--- src/scfl_ram.sv ---
`timescale 1ns / 1ps
// Simple dual-port RAM: one write port, one registered read port.
module scfl_ram #(
   parameter int DEPTH  = 32,
   parameter int WIDTH  = 8,
   parameter int ADDR_W = (DEPTH > 1) ? $clog2(DEPTH) : 1
) (
   input  logic              clock,
   input  logic              wr_en,
   input  logic [ADDR_W-1:0] wr_addr,
   input  logic [WIDTH-1:0]  wr_data,
   input  logic [ADDR_W-1:0] rd_addr,
   output logic [WIDTH-1:0]  rd_data
);

   logic [WIDTH-1:0] mem [DEPTH];
   logic [WIDTH-1:0] rd_data_ff;

   always_ff @(posedge clock) begin
      if (wr_en) begin
         mem[wr_addr] <= wr_data;
      end
   end

   always_ff @(posedge clock) begin
      rd_data_ff <= mem[rd_addr];
   end

   assign rd_data = rd_data_ff;

endmodule

--- config.mk ---
export PLATFORM = sky130hd
export DESIGN_NAME = scfl_ram
export DESIGN_NICKNAME = d
export VERILOG_FILES = /design/src/scfl_ram.sv
export SDC_FILE = /design/constraint.sdc
export NUM_CORES = 1
export LEC_CHECK = 0
export ABC_AREA = 1
export BUFFER_PORTS_ARGS = -buffer_cell sky130_fd_sc_hd__buf_2
export CAP_MARGIN = 15
export CORE_UTILIZATION = 56
export DETAILED_ROUTE_END_ITERATION = 16
export GPL_ROUTABILITY_DRIVEN = 0
export PLACE_DENSITY = 0.88
export RECOVER_POWER = 100
export REMOVE_ABC_BUFFERS = 1
export SYNTH_ARGS = -nofsm -noshare
export SYNTH_HDL_FRONTEND = slang
export SYNTH_SLANG_ARGS = --single-unit
--- constraint.sdc ---
create_clock -name clock -period 1.4 [get_ports clock]
set_input_delay 0.42 -clock clock [delete_from_list [all_inputs] [get_ports clock]]
set_output_delay 0.42 -clock clock [all_outputs]
set_load 0.05 [all_outputs]
Yosys cells after proc, flatten, opt, wreduce, memory -nomap -nowiden
Memories as Yosys holds them, arrays and structs flattened. A register that Yosys moved wholly into a read port is not among the register bits.
Cells that the tools add are included.
{ "word_totals": {"input_bits": 20, "out_inout_bits": 8, "mem_count": 1, "romBits": 0, "latch_bits": 0, "ramBits": 256, "wordCells": 3, "regBits": 0} }
{ "op_classes": {"shifts": 0, "mul": 0, "addsub": 0, "div_mod_pow": 0, "magnitude_cmp": 0, "bitwise": 0, "n_mux": 2, "n_eq_ne": 0, "n_reduce_logical": 0} }
{ "mem_list": {"columns": ["memory", "words", "width", "rd", "rd_ports_with_merged_regs", "write_ports", "line", "text"], "rows": [
  ["mem", 32, 8, 1, 1, 1, "16", "logic [WIDTH-1:0] mem [DEPTH];"]
]} }
{ "op_table": {"columns": ["operator", "count"], "rows": [
  ["$mux W1", 2]
]} }

Logic depth before layout (Yosys ltp)
{ "depth": {"ltp_word": 2, "ltp_mapped": 11, "mapped_depth_nobuf": 9} }

Worst setup path before layout
Ideal clock, no wire load.
{ "synth_timing": {"path_kind": "in2reg", "from": "input wr_addr[0]", "to": "memory mem[0][0] (enable)", "t_arrival_ns": 1.084, "setup_time_ns": 0.370, "required_ns": 1.030, "cell_stages": 3, "path_slack_ns": -0.054, "cell_sequence": "inv_1 nand3_1 nor2_1"} }
{ "synth_lines": {"columns": ["item", "line", "text"], "rows": [
  ["start: declaration", "10", "input logic [ADDR_W-1:0] wr_addr,"],
  ["end: declaration", "16", null]
]} }
No word-level cell before the write port.

Worst setup path after layout
{ "layout_timing": {"from": "register rd_data_ff[5], in the netlist rd_data[5] (read register of mem)", "to": "output rd_data[5]"} }
{ "layout_lines": {"columns": ["item", "line", "text"], "rows": [
  ["start: declaration", "17", "logic [WIDTH-1:0] rd_data_ff;"],
  ["end: declaration", "13", "output logic [WIDTH-1:0] rd_data"]
]} }
No word-level cell between the ends.

==> results.py <==
metrics = {
    "outcome": {
        "status": "finished, violations left",
        "violations": "setup timing",
    },
    "die": {
        "ioPinCount": 28,
        "fp.dieW_um": 141,
        "fp-row-count": 50,
        "core_area_um2": 18800,
        "dieArea_um2": 19800,
        "die_y_um": 141,
        "floorplan.initialDensity_pct": 57.5,
    },
    "synth": {
        "ys_seq_elements": 264,
        "synth-adder-area-share_pct": 0,
        "ys_warn_count": 0,
        "synth_xor_xnor_area_share_pct": 0,
        "syn_area_um2": 10800,
        "synth_cell_types": 12,
        "avgSynthCellArea_um2": 11.7,
        "synth-simple-area-share_pct": 23.1,
        "synth_compound_area_share_pct": 0,
        "synthesis.instances": 922,
        "synthMuxAreaShare_pct": 0,
        "synth_top_family_by_area": "simple AND/OR/NAND/NOR gates",
        "ys_seq_area_share_pct": 72.8,
    },
    "cells_and_area": {
        "fin_cells": 1241,
        "area_growth_pct": 13.2,
        "nets": 1008,
        "finalCoreUtilization_pct": 65.1,
        "drive_gt1_share_pct": 11.9,
        "antennaDiodeCount": 0,
    },
    "setup_path": {
        "worstPathMaxFanout": 1,
        "crit_cells": 1,
        "startpoint_type": "flip-flop",
        "worstReg2RegEnd": "rd_data[0]$_DFF_P_",
        "path_class": "flip-flop to output port",
        "r2r_cells": 8,
        "cp_top_family": "flip-flops",
        "cp.arrival_ns": 1.06,
        "crit_buf_inv": 1,
        "worstPathRequired_ns": 0.98,
        "crit_chain": "buf_8",
        "cp_slowest_cell": "dfxtp_4",
        "ff2ff_setup_slack_ns": 0.18,
        "crit_path_max_incr_delay_ns": 0.39,
        "end_kind": "output port",
        "r2r_start": "mem[0][0]$_DFFE_PP_",
    },
    "power": {
        "vdd_ir_drop_max_uv": 1000,
        "p_total_mw": 16.8,
        "p_leak_nw": 4.60,
        "power.density_nw_per_um2": 1380,
    },
    "clocking": {
        "clkSinkCount": 264,
        "post_cts_resized": 38,
        "cts.clk_slew.worst_paths_ns": 0.06,
        "ctsHoldBuffers": 0,
        "post_cts_buffers": 0,
        "cts_max_level": 1,
        "cts-root-buf": "clkbuf_16",
        "numCtsBuffers": 26,
        "clk_path_buf_depth": 3,
        "insertion_delay_ns": 0.53,
        "cts_tree": "done",
    },
    "sta": {
        "tightest_slew_ns": 0.825,
        "skew_ns": 0.0159,
        "setup_ws_ns": -0.0843,
        "setup_violations": 8,
        "fmax_mhz": 674,
        "fin_crit_ns": 1.48,
        "relSlewSlack_pct": 45.0,
        "hold_slack_ns": 0.241,
        "hold_viol": 0,
        "period_share_pct": 106,
        "rsz0062_at_grt": "yes",
        "drv_slew": 0,
    },
    "route": {
        "drt_iter0_drc": 935,
        "post-route-drc-count": 0,
        "wl_per_cell_um": 21.6,
        "via_per_inst": 6.09,
        "via_count": 7562,
        "wl_um": 26800,
        "firstDrtPassIters": 6,
        "ant_nets": 0,
    },
    "global_routing": {
        "grt_pass1_wl_um": 41300,
        "antenna_found_initial": 0,
        "grt_pass1_vias": 7652,
        "gr-total-overflow": 0,
        "grt_use_total_pct": 28.0,
        "grt_max_degree": 61,
    },
    "run": {
        "cap_violations": 0,
    },
    "worst_hold_path": {
        "hold_path_class": "primary input to flip-flop",
        "hp-start": "rd_addr[4]",
        "min_to": "rd_data[3]$_DFF_P_",
        "whs_path_depth": 3,
    },
    "place": {
        "io_buffers": 27,
        "dp.cells": 1194,
        "hpwl_um": 16100,
    },
}
==> placed cells by master (no fill, tap or decap) <==
master	n
buf_12	9
buf_2	8
buf_4	15
buf_8	8
bufinv_16	1
clkbuf_1	25
clkbuf_16	27
clkbuf_2	35
clkbuf_4	1
clkbuf_8	4
clkinv_1	2
clkinv_2	2
dfxtp_2	1
dfxtp_4	7
edfxtp_1	256
inv_1	8
inv_2	1
inv_6	1
nand2_1	360
nand3_1	204
nor2_1	32
==> state kept, by name, summed over array words and instances, names as in the netlist <==
| signal | flops |
|---|---|
| mem | 256 |
| rd_data | 8 |
==> worst max-delay path by stage <==
stage                            start                  to
global route        rd_data[5]$_DFF_P_          rd_data[5]
finish              rd_data[5]$_DFF_P_          rd_data[5]
CTS                 rd_data[5]$_DFF_P_          rd_data[5]
detailed placement          rd_addr[0]  rd_data[5]$_DFF_P_
global placement            rd_addr[0]  rd_data[3]$_DFF_P_
floorplan                   rd_addr[0]  rd_data[0]$_DFF_P_
==> layout make-up <==
type | instances | area [um2]
clock inverters | 5 | 51.3
inverters | 10 | 38.8
multi-input cells | 596 | 2490
repair buffers | 90 | 688
flip-flops and latches | 264 | 7880
well taps | 234 | 293
clock buffers | 42 | 772
fillers | 1301 | 6560
==> cells by family (layout without fill, tap and decap cells) <==
| kind of cell | after synthesis | after routing |
|---|---|---|
| and+or+nand+nor | 596 | 596 |
| DFF | 264 | 264 |
| buffers and inverters | 62 | 147 |
==> per-layer routing <==
metal  global-route usage (%)  routed length [um]  vias up  part of all wire, %
li1                         -                   -     3333                    -
met2                     46.8               13200      509                   49
met5                        0                   0        -                    0
met1                     35.2                9580     3619                   36
met4                     12.2                1060        0                  3.9
met3                     6.28                2970      101                   11
==> cell usage after synthesis <==
master	instances	share of area, %
edfxtp_1	256	71
nand3_1	204	9.5
inv_1	8	0.28
dfxtp_1	8	1.5
buf_2	15	0.70
nand2_1	360	13
buf_4	4	0.28
buf_6	24	2.5
nor2_1	32	1.1
inv_2	2	0.070
clkbuf_1	7	0.24
buf_1	2	0.070
==> power breakdown <==
group / switching (mW) / internal [mW] / leakage [nW]
logic: 0.890 / 0.374 / 1.82
registers: 0.0694 / 8.79 / 2.38
clock network: 2.77 / 3.94 / 0.400
==> through the flow <==
stage          worst slack, ns  TNS, ns  area (um2)
6_report               -0.0843   -0.479       12200
5_1_grt                 -0.104    -1.38       12200
4_1_cts                -0.0808   -0.518       12300
3_5_place_dp            -0.360   -23.17       11400
3_3_place_gp            -0.342   -13.22       11400
2_1_floorplan           -0.573   -13.72       10400
Note: power is estimated with default switching activity, not from simulation.
